File: src/rtl/hre_pkg.sv
// Package for the homography reprojection error block.
// Holds payload types, widths, the adjugate operand table and the register reset values.
// Used by every module in this folder; it depends on nothing else.
package hre_pkg;

	localparam int HOM_W      = 64;
	localparam int NREGS      = 8;
	localparam int IDX_W      = 3;
	localparam int PIXEL_BITS = 12;
	localparam int GND_W      = 32;
	localparam int ERR_W      = 48;
	localparam int ACC_W      = 2 * HOM_W + PIXEL_BITS + 4;
	localparam int QUO_W      = ACC_W + 16;
	localparam int NBITS_W    = 7;
	localparam int SEL_W      = 4;

	localparam logic [HOM_W-1:0] ONE_Q40 = HOM_W'(1) << 40;
	localparam logic [SEL_W-1:0] SEL_ONE = 4'd8;

	typedef struct packed {
		logic [PIXEL_BITS-1:0] pixel_x;
		logic [PIXEL_BITS-1:0] pixel_y;
		logic [GND_W-1:0]      ref_x;
		logic [GND_W-1:0]      ref_y;
		logic                  last_point;
	} in_item_t;

	typedef struct packed {
		logic [GND_W-1:0] ground_x;
		logic [GND_W-1:0] ground_y;
		logic [ERR_W-1:0] error_sum;
		logic             degenerate;
		logic             run_done;
	} out_item_t;

	typedef struct packed {
		logic               start;
		logic               b_signed;
		logic               negate;
		logic [NBITS_W-1:0] nbits;
	} mac_cmd_t;

	typedef struct packed {
		logic [SEL_W-1:0] a;
		logic [SEL_W-1:0] b;
		logic [SEL_W-1:0] c;
		logic [SEL_W-1:0] d;
	} cross_ops_t;

	// Adjugate entry a*b - c*d, listed in the order the denominator row and then the
	// two numerator rows are evaluated.
	function automatic cross_ops_t cross_ops(input logic [3:0] k);
		cross_ops_t r;
		case (k)
			4'd0:    r = '{4'd3, 4'd7, 4'd4, 4'd6};
			4'd1:    r = '{4'd1, 4'd6, 4'd0, 4'd7};
			4'd2:    r = '{4'd0, 4'd4, 4'd1, 4'd3};
			4'd3:    r = '{4'd4, SEL_ONE, 4'd5, 4'd7};
			4'd4:    r = '{4'd2, 4'd7, 4'd1, SEL_ONE};
			4'd5:    r = '{4'd1, 4'd5, 4'd2, 4'd4};
			4'd6:    r = '{4'd5, 4'd6, 4'd3, SEL_ONE};
			4'd7:    r = '{4'd0, SEL_ONE, 4'd2, 4'd6};
			4'd8:    r = '{4'd2, 4'd3, 4'd0, 4'd5};
			default: r = '{4'd0, 4'd0, 4'd0, 4'd0};
		endcase
		return r;
	endfunction

	function automatic logic [HOM_W-1:0] hom_reset(input int i);
		return (i == 0 || i == 4) ? ONE_Q40 : '0;
	endfunction

endpackage

File: src/rtl/hre_mac.sv
// Bit-serial multiply-accumulate unit: acc = init +/- a * b, one multiplier bit a cycle.
// The multiplier may be unsigned or two's complement. Depends on hre_pkg.
module hre_mac #(
	parameter int W = hre_pkg::ACC_W
) (
	input  logic                     clk,
	input  logic                     arst_n,
	input  hre_pkg::mac_cmd_t        cmd,
	input  logic [W-1:0]             a,
	input  logic [hre_pkg::HOM_W-1:0] b,
	input  logic [W-1:0]             init,
	output logic                     busy,
	output logic [W-1:0]             acc
);
	import hre_pkg::*;

	logic [W-1:0]       a_q;
	logic [HOM_W-1:0]   b_q;
	logic [W-1:0]       acc_q;
	logic [NBITS_W-1:0] cnt_q;
	logic               busy_q;
	logic               sgn_q;
	logic               neg_q;
	logic               ne;
	logic [W-1:0]       addend;

	assign ne     = neg_q ^ (sgn_q && cnt_q == '0);
	assign addend = ne ? (~a_q + W'(1)) : a_q;

	always_ff @(posedge clk or negedge arst_n) begin
		if (!arst_n) begin
			busy_q <= 1'b0;
			cnt_q  <= '0;
		end else if (cmd.start) begin
			busy_q <= 1'b1;
			cnt_q  <= cmd.nbits - NBITS_W'(1);
		end else if (busy_q) begin
			if (cnt_q == '0) begin
				busy_q <= 1'b0;
			end else begin
				cnt_q <= cnt_q - NBITS_W'(1);
			end
		end
	end

	always_ff @(posedge clk) begin
		if (cmd.start) begin
			a_q   <= a;
			b_q   <= b;
			acc_q <= init;
			sgn_q <= cmd.b_signed;
			neg_q <= cmd.negate;
		end else if (busy_q) begin
			if (b_q[0]) begin
				acc_q <= acc_q + addend;
			end
			a_q <= {a_q[W-2:0], 1'b0};
			b_q <= {1'b0, b_q[HOM_W-1:1]};
		end
	end

	assign busy = busy_q;
	assign acc  = acc_q;

endmodule

File: src/rtl/hre_div.sv
// Restoring divider, one quotient bit a cycle, with round-half-up on the remainder.
// Operands are unsigned magnitudes. Depends on hre_pkg for its default widths.
module hre_div #(
	parameter int NW = hre_pkg::QUO_W,
	parameter int DW = hre_pkg::ACC_W
) (
	input  logic          clk,
	input  logic          arst_n,
	input  logic          start,
	input  logic [NW-1:0] num,
	input  logic [DW-1:0] den,
	output logic          busy,
	output logic [NW:0]   quo
);
	import hre_pkg::*;

	localparam int CW = $clog2(NW + 1);

	logic [NW-1:0] n_q;
	logic [NW-1:0] q_q;
	logic [DW-1:0] r_q;
	logic [DW-1:0] d_q;
	logic [CW-1:0] cnt_q;
	logic          busy_q;
	logic [DW:0]   rs;
	logic [DW+1:0] diff;
	logic          rnd;

	assign rs   = {r_q, n_q[NW-1]};
	assign diff = {1'b0, rs} - {2'b00, d_q};
	assign rnd  = {r_q, 1'b0} >= {1'b0, d_q};
	assign quo  = {1'b0, q_q} + (NW + 1)'(rnd);

	always_ff @(posedge clk or negedge arst_n) begin
		if (!arst_n) begin
			busy_q <= 1'b0;
			cnt_q  <= '0;
		end else if (start) begin
			busy_q <= 1'b1;
			cnt_q  <= CW'(NW - 1);
		end else if (busy_q) begin
			if (cnt_q == '0) begin
				busy_q <= 1'b0;
			end else begin
				cnt_q <= cnt_q - CW'(1);
			end
		end
	end

	always_ff @(posedge clk) begin
		if (start) begin
			n_q <= num;
			d_q <= den;
			q_q <= '0;
			r_q <= '0;
		end else if (busy_q) begin
			n_q <= {n_q[NW-2:0], 1'b0};
			if (!diff[DW+1]) begin
				r_q <= diff[DW-1:0];
				q_q <= {q_q[NW-2:0], 1'b1};
			end else begin
				r_q <= rs[DW-1:0];
				q_q <= {q_q[NW-2:0], 1'b0};
			end
		end
	end

	assign busy = busy_q;

endmodule

File: src/rtl/homography_reprojection_error.sv
// Homography reprojection error: maps a pixel through the adjugate of H and sums squared error.
// Each point runs the bit-serial multiply-accumulate unit (one multiplier bit a cycle) and, for a
// nonzero denominator, the divider twice; a zero denominator skips the division and squaring.
// in_stall holds off a new transaction until the sequencer is idle again; a stalled result delays it.
// Reset clears the accumulator, the handshakes and the sequencer; H resets to identity.
// Depends on hre_pkg, hre_mac and hre_div.
module homography_reprojection_error (
	input  logic                        clk,
	input  logic                        arst_n,
	input  logic                        in_valid,
	output logic                        in_stall,
	input  hre_pkg::in_item_t           in_data,
	output logic                        out_valid,
	input  logic                        out_stall,
	output hre_pkg::out_item_t          out_data,
	input  logic                        cfg_we,
	input  logic [hre_pkg::IDX_W-1:0]   cfg_index,
	input  logic [hre_pkg::HOM_W-1:0]   cfg_data
);
	import hre_pkg::*;

	typedef enum logic [11:0] {
		ST_IDLE = 12'b000000000001,
		ST_LDA  = 12'b000000000010,
		ST_MULS = 12'b000000000100,
		ST_MULW = 12'b000000001000,
		ST_PXS  = 12'b000000010000,
		ST_PXW  = 12'b000000100000,
		ST_DIVS = 12'b000001000000,
		ST_DIVW = 12'b000010000000,
		ST_SQS  = 12'b000100000000,
		ST_SQW  = 12'b001000000000,
		ST_ACC  = 12'b010000000000,
		ST_OUT  = 12'b100000000000
	} state_t;

	localparam logic [ERR_W-1:0] MAX48 = '1;

	state_t                state_q;
	logic [HOM_W-1:0]      hom_q [NREGS];
	logic [PIXEL_BITS-1:0] px_q, py_q;
	logic [GND_W-1:0]      rx_q, ry_q;
	logic                  last_q;
	logic [1:0]            dot_q, term_q;
	logic                  half_q;
	logic [HOM_W-1:0]      op_a_q;
	logic [ACC_W-1:0]      d_q, w_q;
	logic [GND_W-1:0]      gx_q, gy_q;
	logic                  deg_q, div_neg_q;
	logic [ERR_W-1:0]      accum_q;
	out_item_t             out_q;
	logic                  out_valid_q;

	cross_ops_t       ops;
	logic [SEL_W-1:0] sel;
	logic [HOM_W-1:0] hom_rd;
	mac_cmd_t         mac_cmd;
	logic [ACC_W-1:0] mac_a, mac_init, mac_acc;
	logic [HOM_W-1:0] mac_b;
	logic             mac_busy;
	logic             div_start, div_busy;
	logic [ACC_W-1:0] d_abs, w_abs;
	logic [QUO_W:0]   quo;
	logic [GND_W-1:0] g_sat;
	logic [32:0]      dx, dy, dsel;
	logic [48:0]      err;
	logic [49:0]      sum;

	assign ops    = cross_ops(4'(dot_q) * 4'd3 + 4'(term_q));
	assign sel    = (state_q == ST_LDA) ? (half_q ? ops.c : ops.a) : (half_q ? ops.d : ops.b);
	assign hom_rd = (sel == SEL_ONE) ? ONE_Q40 : hom_q[sel[IDX_W-1:0]];

	assign dx   = {gx_q[GND_W-1], gx_q} - {rx_q[GND_W-1], rx_q};
	assign dy   = {gy_q[GND_W-1], gy_q} - {ry_q[GND_W-1], ry_q};
	assign dsel = half_q ? dy : dx;

	always_comb begin
		mac_cmd  = '0;
		mac_a    = {{(ACC_W-HOM_W){op_a_q[HOM_W-1]}}, op_a_q};
		mac_b    = hom_rd;
		mac_init = half_q ? mac_acc : '0;
		case (state_q)
			ST_MULS: begin
				mac_cmd = '{1'b1, 1'b1, half_q, NBITS_W'(HOM_W)};
			end
			ST_PXS: begin
				mac_a    = mac_acc;
				mac_init = d_q;
				if (term_q == 2'd0) begin
					mac_b   = HOM_W'(px_q);
					mac_cmd = '{1'b1, 1'b0, 1'b0, NBITS_W'(PIXEL_BITS)};
				end else if (term_q == 2'd1) begin
					mac_b   = HOM_W'(py_q);
					mac_cmd = '{1'b1, 1'b0, 1'b0, NBITS_W'(PIXEL_BITS)};
				end else begin
					mac_b   = HOM_W'(1);
					mac_cmd = '{1'b1, 1'b0, 1'b0, NBITS_W'(1)};
				end
			end
			ST_SQS: begin
				mac_a   = {{(ACC_W-33){dsel[32]}}, dsel};
				mac_b   = {{(HOM_W-33){dsel[32]}}, dsel};
				mac_cmd = '{1'b1, 1'b1, 1'b0, NBITS_W'(HOM_W)};
			end
			default: begin
				mac_cmd = '0;
			end
		endcase
	end

	hre_mac #(.W(ACC_W)) u_mac (
		.clk    (clk),
		.arst_n (arst_n),
		.cmd    (mac_cmd),
		.a      (mac_a),
		.b      (mac_b),
		.init   (mac_init),
		.busy   (mac_busy),
		.acc    (mac_acc)
	);

	assign d_abs     = d_q[ACC_W-1] ? (~d_q + ACC_W'(1)) : d_q;
	assign w_abs     = w_q[ACC_W-1] ? (~w_q + ACC_W'(1)) : w_q;
	assign div_start = (state_q == ST_DIVS);

	hre_div #(.NW(QUO_W), .DW(ACC_W)) u_div (
		.clk    (clk),
		.arst_n (arst_n),
		.start  (div_start),
		.num    ({d_abs, 16'b0}),
		.den    (w_abs),
		.busy   (div_busy),
		.quo    (quo)
	);

	always_comb begin
		if (div_neg_q) begin
			if (quo > (QUO_W + 1)'(33'h080000000)) begin
				g_sat = 32'h80000000;
			end else begin
				g_sat = 32'(~quo[31:0] + 32'd1);
			end
		end else begin
			if (quo > (QUO_W + 1)'(32'h7fffffff)) begin
				g_sat = 32'h7fffffff;
			end else begin
				g_sat = quo[31:0];
			end
		end
	end

	assign err = mac_acc[64:16];
	assign sum = {2'b00, accum_q} + {1'b0, err};

	always_ff @(posedge clk or negedge arst_n) begin
		if (!arst_n) begin
			for (int i = 0; i < NREGS; i++) begin
				hom_q[i] <= hom_reset(i);
			end
		end else if (cfg_we) begin
			hom_q[cfg_index] <= cfg_data;
		end
	end

	always_ff @(posedge clk or negedge arst_n) begin
		if (!arst_n) begin
			state_q     <= ST_IDLE;
			dot_q       <= '0;
			term_q      <= '0;
			half_q      <= 1'b0;
			accum_q     <= '0;
			out_valid_q <= 1'b0;
		end else begin
			if (state_q == ST_OUT && (!out_valid_q || !out_stall)) begin
				out_valid_q <= 1'b1;
			end else if (out_valid_q && !out_stall) begin
				out_valid_q <= 1'b0;
			end
			case (state_q)
				ST_IDLE: begin
					if (in_valid) begin
						dot_q   <= '0;
						term_q  <= '0;
						half_q  <= 1'b0;
						state_q <= ST_LDA;
					end
				end
				ST_LDA: begin
					state_q <= ST_MULS;
				end
				ST_MULS: begin
					state_q <= ST_MULW;
				end
				ST_MULW: begin
					if (!mac_busy) begin
						half_q  <= ~half_q;
						state_q <= half_q ? ST_PXS : ST_LDA;
					end
				end
				ST_PXS: begin
					state_q <= ST_PXW;
				end
				ST_PXW: begin
					if (!mac_busy) begin
						if (term_q != 2'd2) begin
							term_q  <= term_q + 2'd1;
							state_q <= ST_LDA;
						end else begin
							term_q <= '0;
							if (dot_q == 2'd0) begin
								if (mac_acc == '0) begin
									state_q <= ST_OUT;
								end else begin
									dot_q   <= 2'd1;
									state_q <= ST_LDA;
								end
							end else begin
								state_q <= ST_DIVS;
							end
						end
					end
				end
				ST_DIVS: begin
					state_q <= ST_DIVW;
				end
				ST_DIVW: begin
					if (!div_busy) begin
						if (dot_q == 2'd1) begin
							dot_q   <= 2'd2;
							state_q <= ST_LDA;
						end else begin
							half_q  <= 1'b0;
							state_q <= ST_SQS;
						end
					end
				end
				ST_SQS: begin
					state_q <= ST_SQW;
				end
				ST_SQW: begin
					if (!mac_busy) begin
						half_q  <= ~half_q;
						state_q <= half_q ? ST_ACC : ST_SQS;
					end
				end
				ST_ACC: begin
					accum_q <= (sum > {2'b00, MAX48}) ? MAX48 : sum[ERR_W-1:0];
					state_q <= ST_OUT;
				end
				ST_OUT: begin
					if (!out_valid_q || !out_stall) begin
						if (last_q) begin
							accum_q <= '0;
						end
						state_q <= ST_IDLE;
					end
				end
				default: begin
					state_q <= ST_IDLE;
				end
			endcase
		end
	end

	always_ff @(posedge clk) begin
		case (state_q)
			ST_IDLE: begin
				px_q   <= in_data.pixel_x;
				py_q   <= in_data.pixel_y;
				rx_q   <= in_data.ref_x;
				ry_q   <= in_data.ref_y;
				last_q <= in_data.last_point;
				d_q    <= '0;
				deg_q  <= 1'b0;
				gx_q   <= '0;
				gy_q   <= '0;
			end
			ST_LDA: begin
				op_a_q <= hom_rd;
			end
			ST_PXW: begin
				if (!mac_busy) begin
					if (term_q != 2'd2) begin
						d_q <= mac_acc;
					end else if (dot_q == 2'd0) begin
						w_q   <= mac_acc;
						d_q   <= '0;
						deg_q <= (mac_acc == '0);
					end else begin
						d_q <= mac_acc;
					end
				end
			end
			ST_DIVS: begin
				div_neg_q <= d_q[ACC_W-1] ^ w_q[ACC_W-1];
			end
			ST_DIVW: begin
				if (!div_busy) begin
					d_q <= '0;
					if (dot_q == 2'd1) begin
						gx_q <= g_sat;
					end else begin
						gy_q <= g_sat;
					end
				end
			end
			ST_OUT: begin
				if (!out_valid_q || !out_stall) begin
					out_q <= '{gx_q, gy_q, accum_q, deg_q, last_q};
				end
			end
			default: begin
			end
		endcase
	end

	assign in_stall  = (state_q != ST_IDLE);
	assign out_valid = out_valid_q;
	assign out_data  = out_q;

endmodule
File: config.mk
export PLATFORM = sky130hd
export DESIGN_NAME = homography_reprojection_error
export DESIGN_NICKNAME = d
export VERILOG_FILES = /design/src/rtl/hre_pkg.sv /design/src/rtl/hre_mac.sv /design/src/rtl/hre_div.sv /design/src/rtl/homography_reprojection_error.sv
export SDC_FILE = /design/constraint.sdc
export NUM_CORES = 2
export LEC_CHECK = 0
export ABC_CLOCK_PERIOD_IN_PS = 14950
export BUFFER_PORTS_ARGS = -buffer_cell sky130_fd_sc_hd__buf_2
export CORE_UTILIZATION = 40
export DETAILED_ROUTE_END_ITERATION = 10
export PLACE_DENSITY = 0.52
export SLEW_MARGIN = 30
export SYNTH_ARGS = -nofsm -noshare
export SYNTH_HDL_FRONTEND = slang
export SYNTH_SLANG_ARGS = --single-unit
File: constraint.sdc
create_clock -name clk -period 14.95 [get_ports clk]
set_input_delay 2.2425 -clock clk [delete_from_list [all_inputs] [get_ports clk]]
set_output_delay 2.2425 -clock clk [all_outputs]
set_load 0.01 [all_outputs]
# After elaboration in Yosys (flattened, before gate mapping)

Memory sizes are Yosys's and may differ from the RTL's.
Index checks and enable logic that the tools add are counted.

Flip-flop bits (word level): 2162
Bits in latches: 0
Memory bits (writable): 0
Bits in read-only memories: 224
Logic and storage cells: 248
Memories kept: 1

Add/subtract/negate cells: 15
Multiply operators: 1
Div/mod/pow operators: 0
Order comparisons: 7
Equal/unequal tests: 33
Shifts and indexed selects: 0
Muxes and demuxes: 99
Bitwise operators: 11
Reductions and logical operators: 36

Memories:

| name            | depth | bits a word | rd ports | clocked after Yosys merged registers in | wr ports | line          | RTL |
|---|---|---|---|---|---|---|---|
| (no name shown) | 16    | 14          | 1        | 0                                       | 0        | hre_pkg.sv:54 | `case (k)` |

Operator list:

| kind                                                                                | count |
|---|---|
| 144-bit two-way mux                                                                 | 14 |
| 512-bit bitwise mux                                                                 | 1 |
| 144-bit by 1-bit adder with 144-bit output (second input constant)                  | 3 |
| 144-bit inverter                                                                    | 3 |
| 144-bit case mux with 3 select lines                                                | 1 |
| 64-bit two-way mux                                                                  | 6 |
| 160-bit two-way mux                                                                 | 2 |
| 144-bit case mux with 2 select lines                                                | 1 |
| 32-bit two-way mux                                                                  | 7 |
| 64-bit binary-select mux with 3-bit select                                          | 1 |
| 64-bit demux with 3-bit select                                                      | 1 |
| 160-bit by 1-bit adder with 161-bit output                                          | 1 |
| 161-bit by 31-bit greater-than comparator with 1-bit output (second input constant) | 1 |
| 161-bit by 32-bit greater-than comparator with 1-bit output (second input constant) | 1 |
| 145-bit by 144-bit subtractor with 146-bit output                                   | 1 |
| 145-bit by 144-bit >= comparator with 1-bit output                                  | 1 |
| 144-bit adder                                                                       | 1 |
| 144-bit logical NOT                                                                 | 1 |
| 48-bit two-way mux                                                                  | 3 |
| 12-bit case mux with 12 select lines                                                | 1 |
| 143-bit two-way mux                                                                 | 1 |
| 12-bit two-way mux                                                                  | 11 |
| 32-bit case mux with 2 select lines                                                 | 2 |
| 64-bit case mux with 2 select lines                                                 | 1 |
| 63 further kinds                                                                    | 136 |

# Logic depth before layout (Yosys ltp)

An unclocked memory read counts as a cell.

Depth in word-level cells: 12
Depth in mapped cells: 33
Depth with buffers taken out: 29

# Hierarchy

From an unflattened synthesis, not the netlist that was laid out.

Cell total of the unflattened synthesis: 12576
Area total of the unflattened synthesis: 128736.0 um^2

By module, submodules not included:

| module                        | times used | cells an instance | area an instance (um^2) |
|---|---|---|---|
| homography_reprojection_error | 1          | 5570              | 64017.6 |
| hre_div                       | 1          | 3988              | 36716.5 |
| hre_mac                       | 1          | 3018              | 28001.9 |

# Least setup slack after synthesis

No wires, ideal clock.

Kind: register to register
From: reg state_q[6]
To: reg deg_q (enable)
Library setup time: 342 ps
Data arrival time: 12118 ps
Required time: 14608 ps
Setup slack: 2490 ps
Stages on the path, launching flop included: 9
Clock period less this slack: 12460 ps
Cells stage by stage: dfrtp_1 > clkbuf_1 > nor2_1 > nand2_1 > nor2_1 > nand4b_1 > clkbuf_1 > nor3_1 > or2_2

Word-level cells in the longest chain between the ends: 3
Elaborated cells between the ends (all ways): 7
Classes of those cells: eq/ne: 5; reduce/logical: 2

Ends and longest elaborated chain:

| element                                                                                                            | line                                 | RTL |
|---|---|---|
| start, declared                                                                                                    | homography_reprojection_error.sv:39  | `state_t state_q;` |
| start signal, assigned                                                                                             | homography_reprojection_error.sv:197 | `state_q <= half_q ? ST_PXS : ST_LDA;` |
| start signal, assigned                                                                                             | homography_reprojection_error.sv:243 | `state_q <= half_q ? ST_ACC : ST_SQS;` |
| 12-bit by 6-bit equality test with 1-bit output or 12-bit by 1-bit equality test with 1-bit output (tied branches) | homography_reprojection_error.sv:266 | `case (state_q)` |
| 2-bit != test (no line) or 2-bit nonzero test (tied branches)                                                      | n/a                                  |  |
| 4-bit AND reduction (no line) *                                                                                    | n/a                                  |  |
| end signal, assigned                                                                                               | homography_reprojection_error.sv:288 | `deg_q <= (mac_acc == '0);` |
| end, declared                                                                                                      | homography_reprojection_error.sv:49  | `logic deg_q, div_neg_q;` |

Mark *: on every way between the ends. The rest lies on a longest branch, timed or not.
A chain may end at the register's enable or synchronous reset.

# Worst setup path in the final report

From: reg u_mac.a_q[14]
To: reg u_mac.acc_q[140] (netlist: u_mac.acc[140]) (data pin)

Word-level cells in the longest chain between the ends: 7

Ends and longest elaborated chain:

| element                                    | line          | RTL |
|---|---|---|
| start, declared                            | hre_mac.sv:17 | `logic [W-1:0] a_q;` |
| start signal, assigned                     | hre_mac.sv:57 | `a_q <= {a_q[W-2:0], 1'b0};` |
| 144-bit inverter                           | hre_mac.sv:28 | `assign addend = ne ? (~a_q + W'(1)) : a_q;` |
| 144-bit by 1-bit adder with 144-bit output | hre_mac.sv:28 |  |
| 144-bit two-way mux *                      | hre_mac.sv:28 |  |
| 144-bit adder *                            | hre_mac.sv:55 | `acc_q <= acc_q + addend;` |
| 144-bit two-way mux *                      | hre_mac.sv:54 | `if (b_q[0]) begin` |
| 144-bit two-way mux *                      | hre_mac.sv:53 | `end else if (busy_q) begin` |
| 144-bit two-way mux *                      | hre_mac.sv:47 | `if (cmd.start) begin` |
| end signal, assigned                       | hre_mac.sv:50 | `acc_q <= init;` |
| end signal, assigned                       | hre_mac.sv:55 |  |
| end, declared                              | hre_mac.sv:19 | `logic [W-1:0] acc_q;` |

Mark *: on every way between the ends. The rest lies on a longest branch, timed or not. The select of a mux whose other input is x is not followed.

==> flow_results.xml <==
<?xml version="1.0" encoding="UTF-8"?>
<metrics>
  <group name="logic_synthesis">
    <metric name="ys_dominant_reg_cell" unit="">edfxtp_1</metric>
    <metric name="synth-edff-count" unit="">1263</metric>
    <metric name="synth.distinct_cells" unit="">93</metric>
    <metric name="post_synth_instance_area" unit="sq um">124000</metric>
    <metric name="count_of_state_elements_after_synthesis" unit="">2162</metric>
    <metric name="syn-num-nets" unit="">13000</metric>
    <metric name="netlist_instances" unit="">12400</metric>
    <metric name="syn_area_per_cell" unit="sq um">9.99</metric>
    <metric name="yosysWarnings" unit="">0</metric>
    <metric name="async_reset_ff_share" unit="%">27.5</metric>
    <metric name="synth_sequential_area_ratio" unit="%">47.4</metric>
  </group>
  <group name="timing">
    <metric name="clock-skew-final" unit="ns">0.0682</metric>
    <metric name="worst_hold_slack" unit="ns">0.406</metric>
    <metric name="endpoints_failing_hold" unit="">0</metric>
    <metric name="rsz0062_at_grt" unit="">no</metric>
    <metric name="max_freq" unit="GHz">0.111</metric>
    <metric name="worst_slew_margin_rel" unit="%">21.8</metric>
    <metric name="timing.final.crit_share" unit="%">60.0</metric>
    <metric name="finalMaxSlewViolations" unit="">0</metric>
    <metric name="totalNegativeSetupSlack" unit="ns">0</metric>
    <metric name="final.setup.worst_slack" unit="ns">5.98</metric>
    <metric name="setup_violations" unit="">0</metric>
    <metric name="max_slew.worst_pin.slew" unit="ns">1.16</metric>
    <metric name="clock_period_minus_final_worst_setup_slack" unit="ns">8.97</metric>
  </group>
  <group name="final_layout">
    <metric name="nNetsFinal" unit="">13100</metric>
    <metric name="layout-drive-gt1-share" unit="%">13.0</metric>
    <metric name="final_design_area_no_fill" unit="sq um">139000</metric>
    <metric name="stdcell_count" unit="">16800</metric>
    <metric name="synthToLayoutAreaGrowth" unit="%">12.1</metric>
    <metric name="finalCoreUtilization" unit="%">45.1</metric>
    <metric name="fill_cells" unit="">29500</metric>
  </group>
  <group name="detailed_routing">
    <metric name="route.antenna.remaining_nets" unit="">0</metric>
    <metric name="route.detailed.wl_per_inst" unit="microns">25.5</metric>
    <metric name="finalWirelength" unit="mm">430</metric>
    <metric name="remaining_drc_errors" unit="">0</metric>
    <metric name="drt-initial-drc-count" unit="">7763</metric>
    <metric name="drt-vias-per-instance" unit="">5.86</metric>
    <metric name="drtPass1Iterations" unit="">6</metric>
    <metric name="vias" unit="">98700</metric>
  </group>
  <group name="placement">
    <metric name="globalplace.congestion" unit="">0.964</metric>
    <metric name="port_buffer_count" unit="">276</metric>
    <metric name="place_hpwl" unit="mm">315</metric>
    <metric name="placement.cell_area" unit="sq um">130000</metric>
    <metric name="pre_cts_ws" unit="ns">6.01</metric>
    <metric name="total_placed_cells_including_tap_cells" unit="">16300</metric>
  </group>
  <group name="critical_path">
    <metric name="worstSetupStartpoint" unit="">u_mac.a_q[14]</metric>
    <metric name="critical_path.endpoint_type" unit="">flop</metric>
    <metric name="timing.critical_path.slowest_cell_delay" unit="ns">0.58</metric>
    <metric name="critPathCapture" unit="">u_mac.acc[140]</metric>
    <metric name="timing.critical_path.required" unit="ns">15.57</metric>
    <metric name="timing.critical_path.arrival" unit="ns">9.59</metric>
    <metric name="timing.setup.critical_path_class" unit="">reg2reg</metric>
    <metric name="worst-r2r-setup-slack" unit="ns">5.98</metric>
    <metric name="crit_slowest_cell" unit="">or4_1</metric>
    <metric name="critical_path.reg2reg.endpoint" unit="">u_mac.acc[140]</metric>
    <metric name="rr_startpoint" unit="">u_mac.a_q[14]</metric>
    <metric name="rr_worst_depth" unit="">27</metric>
    <metric name="path_max_fanout" unit="">9</metric>
    <metric name="crit_path_start_kind" unit="">flop</metric>
  </group>
  <group name="hold_path">
    <metric name="tightest_hold_check_type" unit="">reg2reg</metric>
  </group>
  <group name="global_route">
    <metric name="overflow_left_after_global_routing" unit="">0</metric>
    <metric name="number_of_antenna_violations_at_the_first_check_in_global_routing" unit="">47</metric>
    <metric name="global_route.usage.total" unit="%">26.8</metric>
    <metric name="largest_net_degree_at_the_start_of_global_routing" unit="">146</metric>
    <metric name="grt_pass1_vias" unit="">97300</metric>
    <metric name="global_route_wire_length_before_repair" unit="mm">640</metric>
  </group>
  <group name="clock_tree">
    <metric name="clock_tree_from_tritoncts" unit="">done</metric>
    <metric name="worstSkewPairLatency" unit="ns">0.91</metric>
    <metric name="cts_setup_buffers" unit="">0</metric>
    <metric name="numClockSinks" unit="">2162</metric>
    <metric name="cts_inserted_buffers" unit="">268</metric>
    <metric name="clock_path_buffers" unit="">4</metric>
    <metric name="cts_hold_buf" unit="">0</metric>
    <metric name="h_tree_lvls" unit="">5</metric>
    <metric name="cts-resized-gates" unit="">0</metric>
    <metric name="clock-root-buffer" unit="">clkbuf_16</metric>
    <metric name="clock_transition_at_the_register_clock_pins_on_the_worst_setup_and_hold_paths_after_cts" unit="ns">0.06</metric>
  </group>
  <group name="floorplan">
    <metric name="start_util" unit="%">40.2</metric>
    <metric name="core.rowCount" unit="">204</metric>
    <metric name="pin_count" unit="">277</metric>
    <metric name="fp.coreArea" unit="sq um">309000</metric>
    <metric name="fp.dieW" unit="microns">559</metric>
    <metric name="dieArea" unit="sq um">313000</metric>
    <metric name="fp.dieH" unit="microns">559</metric>
  </group>
  <group name="run_status">
    <metric name="run_status" unit="">completed</metric>
  </group>
  <group name="pwr">
    <metric name="power.density" unit="nW/um^2">101</metric>
    <metric name="total_leakage_power" unit="nW">51.7</metric>
    <metric name="worst_ir_drop_vdd" unit="mV">0.110</metric>
    <metric name="post-layout-total-power" unit="mW">14.0</metric>
  </group>
  <group name="flow_run">
    <metric name="cap_violations" unit="">0</metric>
  </group>
</metrics>
-- area by class of cell --
class,count,area (sq um),area share (%)
inverters,395,1500,1.08
clock buffers,371,7520,5.41
well taps,4120,5150,3.70
clock inverters,113,1340,0.964
multi-input cells,9194,61600,44.3
repair buffers,481,3090,2.22
diodes,12,30.0,0.0216
flip-flops and latches,2162,58900,42.3
-- Yosys cell counts, drive strengths merged (191+ instances only) --
cell type	number	area (sq um)
dfrtp	592	14800
o21ai	979	4900
xor2	392	3430
a21oi	1034	5170
xnor2	486	4260
dfxtp	304	6090
inv	392	1470
nand3	191	956
nor3	231	1160
nand4	246	1550
ha	417	5220
mux2	519	5840
clkbuf	622	2330
a21o	192	1440
mux2i	207	2070
nor2	1015	3820
and2	198	1240
edfxtp	1263	37900
nand2	1288	4830
-- worst max-delay path, delay by kind of cell (launching register included) --
| kind | cells | cell delay [ns] |
|---|---|---|
| xor+xnor | 1 | 0.19 |
| flops | 1 | 0.45 |
| compound gates | 8 | 1.91 |
| simple gates | 17 | 5.64 |
| fa+ha+maj | 1 | 0.49 |
-- worst min path at each step --
stage                from           to  cells past startpoint  slack [ns]
floorplan           deg_q  out_data[1]                      0        0.40
CTS                 deg_q  out_data[1]                      0        0.41
detailed placement  deg_q  out_data[1]                      0        0.40
finish              deg_q  out_data[1]                      0        0.41
global route        deg_q  out_data[1]                      0        0.41
global placement    deg_q  out_data[1]                      0        0.41
-- cell usage in the layout, fill, tap and decap left out, types with 189 or more instances in the layout --
master / count
nand3_1: 191
o21ai_0: 974
buf_2: 275
nand4_1: 245
mux2_2: 519
a21o_1: 192
buf_4: 189
a21oi_1: 1029
dfrtp_1: 590
clkbuf_16: 277
dfxtp_1: 304
xnor2_1: 485
nor3_1: 225
and2_1: 195
nand2_1: 1286
ha_1: 417
nor2_1: 1008
inv_1: 389
mux2i_1: 207
xor2_1: 391
edfxtp_1: 1263
-- state kept, by name (all words and copies together), names as in the netlist, 114 cells and up --
signal and count:
d_q 144, w_q 144, u_div.q_q 160, u_div.d_q 144, u_div.n_q 144, hom_q 512
u_mac.acc 144, u_mac.a_q 144, out_data 114, u_div.r_q 144
-- cell families (layout without fill, tap and decap cells) --
family | after synthesis | count (layout) | share of synthesized area [%]
flip-flops | 2162 | 2162 | 47.4
AO/OA/AOI/OAI | 3113 | 3113 | 15.0
AND/OR/NAND/NOR | 3925 | 3925 | 15.1
XOR/XNOR | 878 | 878 | 6.19
other | 0 | 12 | 0
multiplexers | 854 | 854 | 8.70
buffers and inverters | 1075 | 1360 | 3.25
adder cells (fa/ha/maj) | 424 | 424 | 4.32
-- power by group --
part	total (mW)	internal, mW	switching (mW)
Clock	6.62	3.91	2.71
Sequential	6.73	6.58	0.144
Combinational	0.678	0.403	0.275
-- metal layers --
metal	routed length, microns	GRT usage (%)	up-vias	share of wire, %
li1	-	-	45800	-
met1	190000	36.4	49000	44
met2	198000	43.8	3070	46
met3	23400	3.26	742	5.4
met4	18000	10.0	50	4.2
met5	293	0	-	0.068
Power figures use the tool's default switching activity.
